[config.mk]
export PLATFORM = sky130hd
export DESIGN_NAME = weekly_bell_scheduler
export DESIGN_NICKNAME = d
export VERILOG_FILES = /design/src/hw/rtl/wbs_pkg.sv /design/src/hw/rtl/wbs_ram.sv /design/src/hw/rtl/wbs_seq.sv /design/src/hw/rtl/wbs_dp.sv /design/src/hw/rtl/weekly_bell_scheduler.sv
export SDC_FILE = /design/constraint.sdc
export NUM_CORES = 2
export LEC_CHECK = 0
export ABC_AREA = 1
export BUFFER_PORTS_ARGS = -buffer_cell sky130_fd_sc_hd__buf_4
export CAP_MARGIN = 25
export CORE_ASPECT_RATIO = 1.75
export CORE_MARGIN = 2
export CORE_UTILIZATION = 29
export DETAILED_ROUTE_END_ITERATION = 7
export SETUP_SLACK_MARGIN = 0.02
export SLEW_MARGIN = 20
export SYNTH_ARGS = -nofsm -noshare
export SYNTH_HDL_FRONTEND = slang
export SYNTH_HIERARCHICAL = 1
export SYNTH_SLANG_ARGS = --single-unit
[constraint.sdc]
create_clock -name clk -period 9 [get_ports clk]
set_input_delay 0.45 -clock clk [delete_from_list [all_inputs] [get_ports clk]]
set_output_delay 0.45 -clock clk [all_outputs]
set_load 0.01 [all_outputs]
[src/hw/rtl/wbs_pkg.sv]
// ----------------------------------------------------------------------------
// wbs_pkg
// Shared types, constants and the control program of the weekly bell scheduler.
// ----------------------------------------------------------------------------
package wbs_pkg;

	localparam int MAX_ALARMS = 30;
	localparam int DAYS       = 7;
	localparam int BELL_LIMIT = 99;
	localparam int TPS_RESET  = 1000;

	localparam int SLOT_W     = 5;
	localparam int DAY_W      = 3;
	localparam int HOUR_W     = 5;
	localparam int MIN_W      = 6;
	localparam int TIME_W     = HOUR_W + MIN_W;
	localparam int SEC_W      = 7;
	localparam int TICK_W     = 10;
	localparam int DAY_N      = 1 << DAY_W;
	localparam int RAM_DEPTH  = DAY_N << SLOT_W;
	localparam int RAM_AW     = DAY_W + SLOT_W;
	localparam int XCNT_W     = SLOT_W + 1;

	localparam int CFG_IDX_W  = 2;
	localparam int CFG_DATA_W = 10;

	localparam logic [CFG_IDX_W-1:0] CFG_BELL_SECONDS     = 2'd0;
	localparam logic [CFG_IDX_W-1:0] CFG_LAST_WEEKDAY     = 2'd1;
	localparam logic [CFG_IDX_W-1:0] CFG_TICKS_PER_SECOND = 2'd2;

	localparam logic [1:0] ACT_TICK  = 2'd0;
	localparam logic [1:0] ACT_READ  = 2'd1;
	localparam logic [1:0] ACT_STORE = 2'd2;

	typedef struct packed {
		logic [1:0]        action;
		logic [HOUR_W-1:0] hour;
		logic [MIN_W-1:0]  minute;
		logic [5:0]        second;
		logic [DAY_W-1:0]  weekday;
		logic [SLOT_W-1:0] slot;
	} in_item_t;

	typedef struct packed {
		logic              bell_on;
		logic [SEC_W-1:0]  seconds_left;
		logic [HOUR_W-1:0] next_hour;
		logic [MIN_W-1:0]  next_minute;
		logic              no_next_bell;
		logic              bell_started;
	} out_item_t;

	typedef enum logic [3:0] {
		OP_NOP,
		OP_FETCH,
		OP_TICK,
		OP_READ_INIT,
		OP_SCAN_RD,
		OP_HIT,
		OP_LOAD_NEXT,
		OP_STORE_INIT,
		OP_STORE_WR,
		OP_EMIT
	} op_t;

	typedef enum logic [3:0] {
		C_NEVER,
		C_ALWAYS,
		C_NO_TAKE,
		C_ACT_TICK,
		C_ACT_READ,
		C_ACT_STORE,
		C_READ_SKIP,
		C_X_GT_CNT,
		C_NO_HIT,
		C_STORE_SKIP,
		C_D_LT_LAST,
		C_OUT_BUSY
	} cond_t;

	localparam int PC_W = 4;
	typedef logic [PC_W-1:0] pc_t;

	localparam pc_t S_FETCH   = 4'd0;
	localparam pc_t S_DISP0   = 4'd1;
	localparam pc_t S_DISP1   = 4'd2;
	localparam pc_t S_DISP2   = 4'd3;
	localparam pc_t S_UNUSED  = 4'd4;
	localparam pc_t S_TICK    = 4'd5;
	localparam pc_t S_READ    = 4'd6;
	localparam pc_t S_SCAN    = 4'd7;
	localparam pc_t S_TEST    = 4'd8;
	localparam pc_t S_HIT     = 4'd9;
	localparam pc_t S_NEXT    = 4'd10;
	localparam pc_t S_STORE   = 4'd11;
	localparam pc_t S_STLOOP  = 4'd12;
	localparam pc_t S_EMIT    = 4'd13;
	localparam pc_t S_LAST    = S_EMIT;

	typedef struct packed {
		op_t   op;
		cond_t cond;
		pc_t   target;
	} ctrl_word_t;

	typedef struct packed {
		logic       take;
		logic [1:0] action;
		logic       read_skip;
		logic       x_gt_cnt;
		logic       hit;
		logic       store_skip;
		logic       d_lt_last;
		logic       out_busy;
	} status_t;

	function automatic ctrl_word_t ucode(input pc_t pc);
		ctrl_word_t w;
		unique case (pc)
			S_FETCH:  w = '{OP_FETCH,      C_NO_TAKE,    S_FETCH};
			S_DISP0:  w = '{OP_NOP,        C_ACT_TICK,   S_TICK};
			S_DISP1:  w = '{OP_NOP,        C_ACT_READ,   S_READ};
			S_DISP2:  w = '{OP_NOP,        C_ACT_STORE,  S_STORE};
			S_UNUSED: w = '{OP_NOP,        C_ALWAYS,     S_EMIT};
			S_TICK:   w = '{OP_TICK,       C_ALWAYS,     S_EMIT};
			S_READ:   w = '{OP_READ_INIT,  C_READ_SKIP,  S_EMIT};
			S_SCAN:   w = '{OP_SCAN_RD,    C_X_GT_CNT,   S_EMIT};
			S_TEST:   w = '{OP_NOP,        C_NO_HIT,     S_SCAN};
			S_HIT:    w = '{OP_HIT,        C_X_GT_CNT,   S_EMIT};
			S_NEXT:   w = '{OP_LOAD_NEXT,  C_ALWAYS,     S_EMIT};
			S_STORE:  w = '{OP_STORE_INIT, C_STORE_SKIP, S_EMIT};
			S_STLOOP: w = '{OP_STORE_WR,   C_D_LT_LAST,  S_STLOOP};
			S_EMIT:   w = '{OP_EMIT,       C_OUT_BUSY,   S_EMIT};
			default:  w = '{OP_NOP,        C_ALWAYS,     S_FETCH};
		endcase
		return w;
	endfunction

endpackage

[src/hw/rtl/wbs_ram.sv]
// ----------------------------------------------------------------------------
// wbs_ram
// Generic simple dual-port RAM: one write port, one read port, registered read.
// ----------------------------------------------------------------------------
module wbs_ram #(
	parameter int WIDTH = 8,
	parameter int DEPTH = 256
) (
	input  logic                     clk,
	input  logic                     we,
	input  logic [$clog2(DEPTH)-1:0] waddr,
	input  logic [WIDTH-1:0]         wdata,
	input  logic [$clog2(DEPTH)-1:0] raddr,
	output logic [WIDTH-1:0]         rdata
);

	logic [WIDTH-1:0] mem_q [DEPTH];

	always_ff @(posedge clk) begin
		if (we) begin
			mem_q[waddr] <= wdata;
		end
		rdata <= mem_q[raddr];
	end

endmodule

[src/hw/rtl/wbs_seq.sv]
// ----------------------------------------------------------------------------
// wbs_seq
// Microcode sequencer: step counter, control ROM and conditional jumps.
// ----------------------------------------------------------------------------
module wbs_seq (
	input  logic                clk,
	input  logic                arst_n,
	input  wbs_pkg::status_t    stat,
	output wbs_pkg::ctrl_word_t ctrl
);
	import wbs_pkg::*;

	pc_t  pc_q;
	pc_t  pc_d;
	logic jump;

	assign ctrl = ucode(pc_q);

	always_comb begin
		unique case (ctrl.cond)
			C_NEVER:      jump = 1'b0;
			C_ALWAYS:     jump = 1'b1;
			C_NO_TAKE:    jump = !stat.take;
			C_ACT_TICK:   jump = stat.action == ACT_TICK;
			C_ACT_READ:   jump = stat.action == ACT_READ;
			C_ACT_STORE:  jump = stat.action == ACT_STORE;
			C_READ_SKIP:  jump = stat.read_skip;
			C_X_GT_CNT:   jump = stat.x_gt_cnt;
			C_NO_HIT:     jump = !stat.hit;
			C_STORE_SKIP: jump = stat.store_skip;
			C_D_LT_LAST:  jump = stat.d_lt_last;
			C_OUT_BUSY:   jump = stat.out_busy;
			default:      jump = 1'b0;
		endcase
	end

	always_comb begin
		if (jump) begin
			pc_d = ctrl.target;
		end else if (pc_q == S_LAST) begin
			pc_d = S_FETCH;
		end else begin
			pc_d = pc_q + 1'b1;
		end
	end

	always_ff @(posedge clk or negedge arst_n) begin
		if (!arst_n) begin
			pc_q <= S_FETCH;
		end else begin
			pc_q <= pc_d;
		end
	end

endmodule

[src/hw/rtl/wbs_dp.sv]
// ----------------------------------------------------------------------------
// wbs_dp
// Datapath: alarm table, per-day counts, bell countdown, config and result register.
// ----------------------------------------------------------------------------
module wbs_dp #(
	parameter int MAX_ALARMS = wbs_pkg::MAX_ALARMS,
	parameter int DAYS       = wbs_pkg::DAYS
) (
	input  logic                               clk,
	input  logic                               arst_n,
	input  wbs_pkg::ctrl_word_t                ctrl,
	output wbs_pkg::status_t                   stat,
	input  logic                               in_valid,
	output logic                               in_stall,
	input  wbs_pkg::in_item_t                  in_item,
	output logic                               out_valid,
	input  logic                               out_stall,
	output wbs_pkg::out_item_t                 out_item,
	input  logic                               cfg_valid,
	output logic                               cfg_ready,
	input  logic [wbs_pkg::CFG_IDX_W-1:0]      cfg_index,
	input  logic [wbs_pkg::CFG_DATA_W-1:0]     cfg_data
);
	import wbs_pkg::*;

	// table clear after reset
	logic              clr_q;
	logic [RAM_AW-1:0] clr_addr_q;

	// configuration
	logic [SEC_W-1:0]  bell_q;
	logic [DAY_W-1:0]  lastwd_q;
	logic [TICK_W-1:0] tps_q;

	// scheduler state
	logic [SLOT_W-1:0] counts_q [DAY_N];
	logic [TICK_W-1:0] tick_q;
	logic [SEC_W-1:0]  ring_q;
	logic              ringing_q;
	logic              mc_q;
	logic [TIME_W-1:0] next_q;
	logic              final_q;
	logic              started_q;

	// per-item working registers
	in_item_t          item_q;
	logic [XCNT_W-1:0] x_q;
	logic [SLOT_W-1:0] cnt_q;
	logic [DAY_W-1:0]  d_q;
	logic [DAY_W-1:0]  last_q;
	out_item_t         out_q;
	logic              out_valid_q;

	logic              take;
	logic              emit;
	logic              out_busy;
	logic [TIME_W-1:0] now;
	logic              day_ok;
	logic [SLOT_W-1:0] cnt_raw;
	logic [SLOT_W-1:0] cnt_lim;
	logic              x_gt_cnt;
	logic              d_le_last;
	logic [TICK_W-1:0] tick_inc;
	logic [TICK_W-1:0] tps_eff;
	logic              sec_done;
	logic [SEC_W-1:0]  bell_sat;
	logic [DAY_W-1:0]  lw_lim;

	logic              ram_we;
	logic [RAM_AW-1:0] ram_waddr;
	logic [TIME_W-1:0] ram_wdata;
	logic [RAM_AW-1:0] ram_raddr;
	logic [TIME_W-1:0] ram_rdata;

	assign in_stall  = !(ctrl.op == OP_FETCH && !clr_q);
	assign take      = in_valid && !in_stall;
	assign out_busy  = out_valid_q && out_stall;
	assign emit      = ctrl.op == OP_EMIT && !out_busy;
	assign cfg_ready = 1'b1;

	assign now       = {item_q.hour, item_q.minute};
	assign day_ok    = item_q.weekday != '0 && item_q.weekday <= DAY_W'(DAYS);
	assign cnt_raw   = counts_q[item_q.weekday];
	assign cnt_lim   = (cnt_raw > SLOT_W'(MAX_ALARMS)) ? SLOT_W'(MAX_ALARMS) : cnt_raw;
	assign x_gt_cnt  = x_q > {1'b0, cnt_q};
	assign d_le_last = d_q <= last_q;
	assign tick_inc  = tick_q + 1'b1;
	assign tps_eff   = (tps_q == '0) ? TICK_W'(1) : tps_q;
	assign sec_done  = tick_inc >= tps_eff;
	assign bell_sat  = (bell_q > SEC_W'(BELL_LIMIT)) ? SEC_W'(BELL_LIMIT) : bell_q;
	assign lw_lim    = (lastwd_q > DAY_W'(DAYS)) ? DAY_W'(DAYS) : lastwd_q;

	always_comb begin
		stat.take       = take;
		stat.action     = item_q.action;
		stat.read_skip  = item_q.second != '0 || mc_q || !day_ok;
		stat.x_gt_cnt   = x_gt_cnt;
		stat.hit        = ram_rdata == now;
		stat.store_skip = item_q.slot == '0 || item_q.slot > SLOT_W'(MAX_ALARMS)
			|| item_q.weekday > DAY_W'(DAYS);
		stat.d_lt_last  = d_q < last_q;
		stat.out_busy   = out_busy;
	end

	always_comb begin
		ram_we    = clr_q || (ctrl.op == OP_STORE_WR && d_le_last);
		ram_waddr = clr_q ? clr_addr_q : {d_q, item_q.slot};
		ram_wdata = clr_q ? '0 : now;
		ram_raddr = {item_q.weekday, x_q[SLOT_W-1:0]};
	end

	wbs_ram #(
		.WIDTH (TIME_W),
		.DEPTH (RAM_DEPTH)
	) u_times (
		.clk   (clk),
		.we    (ram_we),
		.waddr (ram_waddr),
		.wdata (ram_wdata),
		.raddr (ram_raddr),
		.rdata (ram_rdata)
	);

	always_ff @(posedge clk or negedge arst_n) begin
		if (!arst_n) begin
			clr_q      <= 1'b1;
			clr_addr_q <= '0;
		end else if (clr_q) begin
			clr_addr_q <= clr_addr_q + 1'b1;
			if (clr_addr_q == RAM_AW'(RAM_DEPTH - 1)) begin
				clr_q <= 1'b0;
			end
		end
	end

	always_ff @(posedge clk or negedge arst_n) begin
		if (!arst_n) begin
			bell_q   <= '0;
			lastwd_q <= '0;
			tps_q    <= TICK_W'(TPS_RESET);
		end else if (cfg_valid) begin
			case (cfg_index)
				CFG_BELL_SECONDS:     bell_q   <= cfg_data[SEC_W-1:0];
				CFG_LAST_WEEKDAY:     lastwd_q <= cfg_data[DAY_W-1:0];
				CFG_TICKS_PER_SECOND: tps_q    <= cfg_data[TICK_W-1:0];
				default:              ;
			endcase
		end
	end

	always_ff @(posedge clk or negedge arst_n) begin
		if (!arst_n) begin
			for (int i = 0; i < DAY_N; i++) begin
				counts_q[i] <= '0;
			end
			tick_q    <= '0;
			ring_q    <= '0;
			ringing_q <= 1'b0;
			mc_q      <= 1'b0;
			next_q    <= '0;
			final_q   <= 1'b1;
			started_q <= 1'b0;
		end else begin
			case (ctrl.op)
				OP_FETCH: begin
					if (take) begin
						started_q <= 1'b0;
					end
				end
				OP_TICK: begin
					if (ringing_q) begin
						if (sec_done) begin
							tick_q <= '0;
							if (ring_q <= SEC_W'(1)) begin
								ring_q    <= '0;
								ringing_q <= 1'b0;
							end else begin
								ring_q <= ring_q - 1'b1;
							end
						end else begin
							tick_q <= tick_inc;
						end
					end
				end
				OP_READ_INIT: mc_q <= item_q.second == '0;
				OP_HIT: begin
					ring_q    <= bell_sat;
					ringing_q <= 1'b1;
					started_q <= 1'b1;
					final_q   <= x_gt_cnt;
				end
				OP_LOAD_NEXT: begin
					next_q  <= ram_rdata;
					final_q <= 1'b0;
				end
				OP_STORE_WR: begin
					if (d_le_last) begin
						counts_q[d_q] <= item_q.slot;
					end
				end
				default: ;
			endcase
		end
	end

	always_ff @(posedge clk) begin
		case (ctrl.op)
			OP_FETCH: begin
				if (take) begin
					item_q <= in_item;
				end
			end
			OP_READ_INIT: begin
				x_q   <= XCNT_W'(1);
				cnt_q <= cnt_lim;
			end
			OP_SCAN_RD: x_q <= x_q + 1'b1;
			OP_STORE_INIT: begin
				if (item_q.weekday == '0) begin
					d_q    <= DAY_W'(1);
					last_q <= lw_lim;
				end else begin
					d_q    <= item_q.weekday;
					last_q <= item_q.weekday;
				end
			end
			OP_STORE_WR: d_q <= d_q + 1'b1;
			default: ;
		endcase
		if (emit) begin
			out_q.bell_on      <= ringing_q;
			out_q.seconds_left <= ring_q;
			out_q.next_hour    <= final_q ? '0 : next_q[TIME_W-1:MIN_W];
			out_q.next_minute  <= final_q ? '0 : next_q[MIN_W-1:0];
			out_q.no_next_bell <= final_q;
			out_q.bell_started <= started_q;
		end
	end

	always_ff @(posedge clk or negedge arst_n) begin
		if (!arst_n) begin
			out_valid_q <= 1'b0;
		end else if (emit) begin
			out_valid_q <= 1'b1;
		end else if (!out_stall) begin
			out_valid_q <= 1'b0;
		end
	end

	assign out_valid = out_valid_q;
	assign out_item  = out_q;

endmodule

[src/hw/rtl/weekly_bell_scheduler.sv]
// ----------------------------------------------------------------------------
// weekly_bell_scheduler
// Per-weekday bell time table with once-a-minute match and ringing countdown.
//
// Input channel (in_valid/in_stall/in_item) takes ticks, clock readings and
// slot stores; every item yields exactly one result on the output channel
// (out_valid/out_stall/out_item). Config writes go on cfg_valid/cfg_index/
// cfg_data; cfg_ready is always high.
// A microcoded step counter runs each item: fetch, dispatch, then a tick
// step; for an unused action a step that jumps to emit; for a store a setup
// step and, unless it is ignored, a write loop over the days; for a clock
// reading a setup step and, unless it is not evaluated, a read-and-test loop
// over the day's slots, a hit step and, if a later slot exists, a load of it.
// Every path ends at the emit step. The next item is taken at the first edge
// at which the result can be taken, once the current one has reached the
// output register. If out_stall holds, that result waits there; the next
// item is still worked, then the sequencer holds at emit with in_stall high.
// After reset the alarm table is cleared one entry per cycle; in_stall
// stays high while the clear runs, and config writes are still taken.
// ----------------------------------------------------------------------------
module weekly_bell_scheduler #(
	parameter int MAX_ALARMS = wbs_pkg::MAX_ALARMS,
	parameter int DAYS       = wbs_pkg::DAYS
) (
	input  logic                           clk,
	input  logic                           arst_n,
	input  logic                           in_valid,
	output logic                           in_stall,
	input  wbs_pkg::in_item_t              in_item,
	output logic                           out_valid,
	input  logic                           out_stall,
	output wbs_pkg::out_item_t             out_item,
	input  logic                           cfg_valid,
	output logic                           cfg_ready,
	input  logic [wbs_pkg::CFG_IDX_W-1:0]  cfg_index,
	input  logic [wbs_pkg::CFG_DATA_W-1:0] cfg_data
);
	import wbs_pkg::*;

	ctrl_word_t ctrl;
	status_t    stat;

	wbs_seq u_seq (
		.clk    (clk),
		.arst_n (arst_n),
		.stat   (stat),
		.ctrl   (ctrl)
	);

	wbs_dp #(
		.MAX_ALARMS (MAX_ALARMS),
		.DAYS       (DAYS)
	) u_dp (
		.clk       (clk),
		.arst_n    (arst_n),
		.ctrl      (ctrl),
		.stat      (stat),
		.in_valid  (in_valid),
		.in_stall  (in_stall),
		.in_item   (in_item),
		.out_valid (out_valid),
		.out_stall (out_stall),
		.out_item  (out_item),
		.cfg_valid (cfg_valid),
		.cfg_ready (cfg_ready),
		.cfg_index (cfg_index),
		.cfg_data  (cfg_data)
	);

`ifndef SYNTHESIS
	a_busy_stall: assert property (@(posedge clk) disable iff (!arst_n)
		(ctrl.op != OP_FETCH) |-> in_stall)
		else $error("item taken outside fetch step");

	a_quiet_zero: assert property (@(posedge clk) disable iff (!arst_n)
		(out_valid && !out_item.bell_on) |-> (out_item.seconds_left == '0))
		else $error("seconds left while bell off");

	a_start_on: assert property (@(posedge clk) disable iff (!arst_n)
		(out_valid && out_item.bell_started) |-> out_item.bell_on)
		else $error("bell started but not ringing");
`endif

endmodule

==> flow_summary.ini <==
[run_status]
status = finished clean

[layout]
area.growth.synth_to_final_pct = 10.6
drive_gt1_share_pct = 6.22
final_cell_mix = nand2_1, edfxtp_1, nand3_1
final_common_cell = nand2_1
final_nets = 10300
n_fill_cell = 42300

[setup_path]
cp.required_ps = 9520
worstPathArrival_ps = 5630
criticalPathCategory = register to register
reg2regPathDepth = 11
crit_start = u_seq/pc_q[1]$_DFF_PN0_
r2r_start = u_seq/pc_q[1]$_DFF_PN0_
r2r-end = u_dp/u_times/mem_q[91][4]$_DFFE_PP_
path_max_fanout = 20
cp-start-kind = register
reg2reg_slack_ps = 3890
end_kind = register

[floorplanning]
coreArea_um2 = 425000
die_y_um = 868
core.rowCount = 317
start_util_pct = 29.1
dieArea_um2 = 432000
io_pins = 68
fp.dieW_um = 498

[yosys]
synth_warnings = 6
synth-seq-cells = 2998
ys_seq_area_share_pct = 72.2
avgSynthCellArea_um2 = 11.8
synth_cell_types = 56
syn_area_um2 = 124000
netlist_instances = 10500
ys.flop_type = edfxtp_1
synthesis.nets = 10600
synth_edf_count = 2881
async_flop_share_pct = 3.54

[detailed_routing]
dr_wl_met2_mm = 185
firstDrtPassIters = 7
vias = 79200
first_iter_violations = 8522
wire_per_inst_um = 22.5
wl_met3_mm = 20.7
drcViolationCount = 0
ant_nets = 0
vias_per_cell = 4.93
dr.max_layer_used = met5
met1Wirelength_mm = 127
wl_mm = 360

[place]
dp_slack_ps = 3980
portBuffers = 66
dp_hpwl_mm = 214
place.gp.congestion = 0.891

[power]
ir_drop_mv = 0.278
power_leakage_nw = 47.2
powerDensity_nw_per_um2 = 286

[global_routing]
grt_pass1_wl_mm = 520
antenna_found_initial = 4
grt_max_degree = 212
grt.overflow.total = 0
grt_pass1_vias = 77000
track_usage_pct = 16.1

[sta]
hold_viol_final = 0
drv_slew = 0
min_period_over_period_pct = 56.8
slew-limit-headroom_pct = 21.8
period_needed_ps = 5110
clock.fmax_ghz = 0.196
worst_slew_pin_slew_ps = 1170
fin_ws_ps = 3890
rsz0062_at_grt = false
skew_ps = 41.7
setup_viol = 0
tns_ps = 0

[clock_tree]
cts_buffer_depth = 4
cts.repair.resized = 0
clock_latency_ps = 930
cts_buffers = 234
htreeDepth = 4
cts_tree = done
clock-sinks = 2998
clk_pin_slew_ps = 70
clockRootBuffer = clkbuf_16

[job]
maxCapViolCount = 0

[hold_path]
min_path_type = input port to async pin
-- final cells by class --
type / count / area (µm²) / share of cell area (%)
clock inverter: 142 / 1660 / 1.21
inverter: 184 / 742 / 0.542
multi-input combinational: 6617 / 29600 / 21.6
sequential: 2998 / 89400 / 65.3
tap: 5582 / 6980 / 5.10
clock buffer: 283 / 6210 / 4.54
antenna: 2 / 5.00 / 0.00366
timing repair buffer: 234 / 2320 / 1.70
-- what timing repair did --
action / CTS / global route
endpoints found under the hold margin: 99 / 0
setup buffers: 0 / 0
hold buffers: 43 / 0
-- layer usage --
| metal | vias to the layer above | global-route usage, % |
|---|---|---|
| li1 | 36400 | - |
| met1 | 38500 | 17.7 |
| met2 | 3309 | 29.3 |
| met3 | 883 | 1.57 |
| met4 | 6 | 10.7 |
| met5 | - | 0 |
-- cell usage after synthesis, drive strengths merged (2+ instances only) --
cell | instances | area (µm²)
a21oi | 39 | 199
a31oi | 3 | 18.8
buf | 556 | 3740
clkbuf | 125 | 469
clkinv | 3 | 11.3
dfrtp | 98 | 2450
dfstp | 8 | 210
dfxtp | 11 | 220
edfxtp | 2881 | 86500
ha | 36 | 450
inv | 181 | 694
mux2 | 3 | 33.8
nand2 | 3146 | 11900
nand3 | 2831 | 14200
nand4 | 14 | 93.8
nor2 | 399 | 1580
nor3 | 8 | 40.0
nor4 | 7 | 43.8
o2111ai | 2 | 17.5
o211ai | 9 | 67.6
o21ai | 81 | 420
o22ai | 2 | 12.5
or2 | 2 | 12.5
xnor2 | 11 | 96.3
xor2 | 15 | 131
-- report_power, final --
part	leakage [nW]	internal (mW)	switching [mW]	total, mW
clock network	3.83	5.86	4.96	10.8
registers	27.4	16.3	0.235	16.6
logic	16.0	2.75	9.06	11.8
-- critical path: stages, from the launching register on --
cell	delay [ps]
dfrtp_1	500
inv_1	200
ha_1	260
o21ai_0	230
o22ai_1	190
nor2_4	210
nand3_4	140
inv_2	110
nand2_4	80
nand2_1	780
nand2_2	880
nor2_1	1050
-- through the flow --
step	hold slack, ps	cells	total power [mW]	area, µm²	util (%)
floorplan	154	10500	24.5	124000	-
global placement	426	15600	28.5	128000	30.2
detailed placement	429	15600	28.5	129000	30.2
CTS	67.2	16000	39.3	137000	32.2
global route	142	16000	40.7	137000	32.2
finish	99.2	16000	39.2	137000	32.2
-- cell families (layout without fill, tap and decap cells) --
kind of cell / Yosys count / after routing / share of synthesized area [%]
xor+xnor: 26 / 26 / 0.184
simple gates: 6410 / 6410 / 22.6
mux: 3 / 3 / 0.0273
fa+ha+maj: 36 / 36 / 0.364
other cells: 1 / 3 / 0.00303
buf+inv: 865 / 843 / 3.97
flops: 2998 / 2998 / 72.2
compound gates: 141 / 141 / 0.629
-- worst max path at each step --
stage                     slack, ps                                   end  cells after the start
after floorplan                 900    u_dp/u_times/mem_q[0][3]$_DFFE_PP_                      3
after global placement         4040   u_dp/u_times/mem_q[42][2]$_DFFE_PP_                     13
after detailed placement       3980   u_dp/u_times/mem_q[73][0]$_DFFE_PP_                     12
after CTS                      3930    u_dp/u_times/mem_q[9][8]$_DFFE_PP_                     12
after global routing           3670  u_dp/u_times/mem_q[152][4]$_DFFE_PP_                     13
final                          3890   u_dp/u_times/mem_q[91][4]$_DFFE_PP_                     11
-- registers in the layout (all words and copies together), names as in the netlist, 2 cells and up --
register / flops
u_dp/cnt_q: 5
u_dp/stat: 2
u_seq/pc_q: 4
u_dp/tick_q: 10
u_dp/last_q: 3
u_dp/lastwd_q: 3
u_dp/x_q: 6
u_dp/tps_q: 10
u_dp/d_q: 3
u_dp/item_q: 25
u_dp/next_q: 11
u_dp/clr_addr_q: 8
u_dp/out_item: 21
u_dp/ring_q: 7
u_dp/bell_q: 7
u_dp/u_times/rdata: 11
u_dp/u_times/mem_q: 2816
u_dp/counts_q: 40
Note: power is estimated with default switching activity, not from simulation.
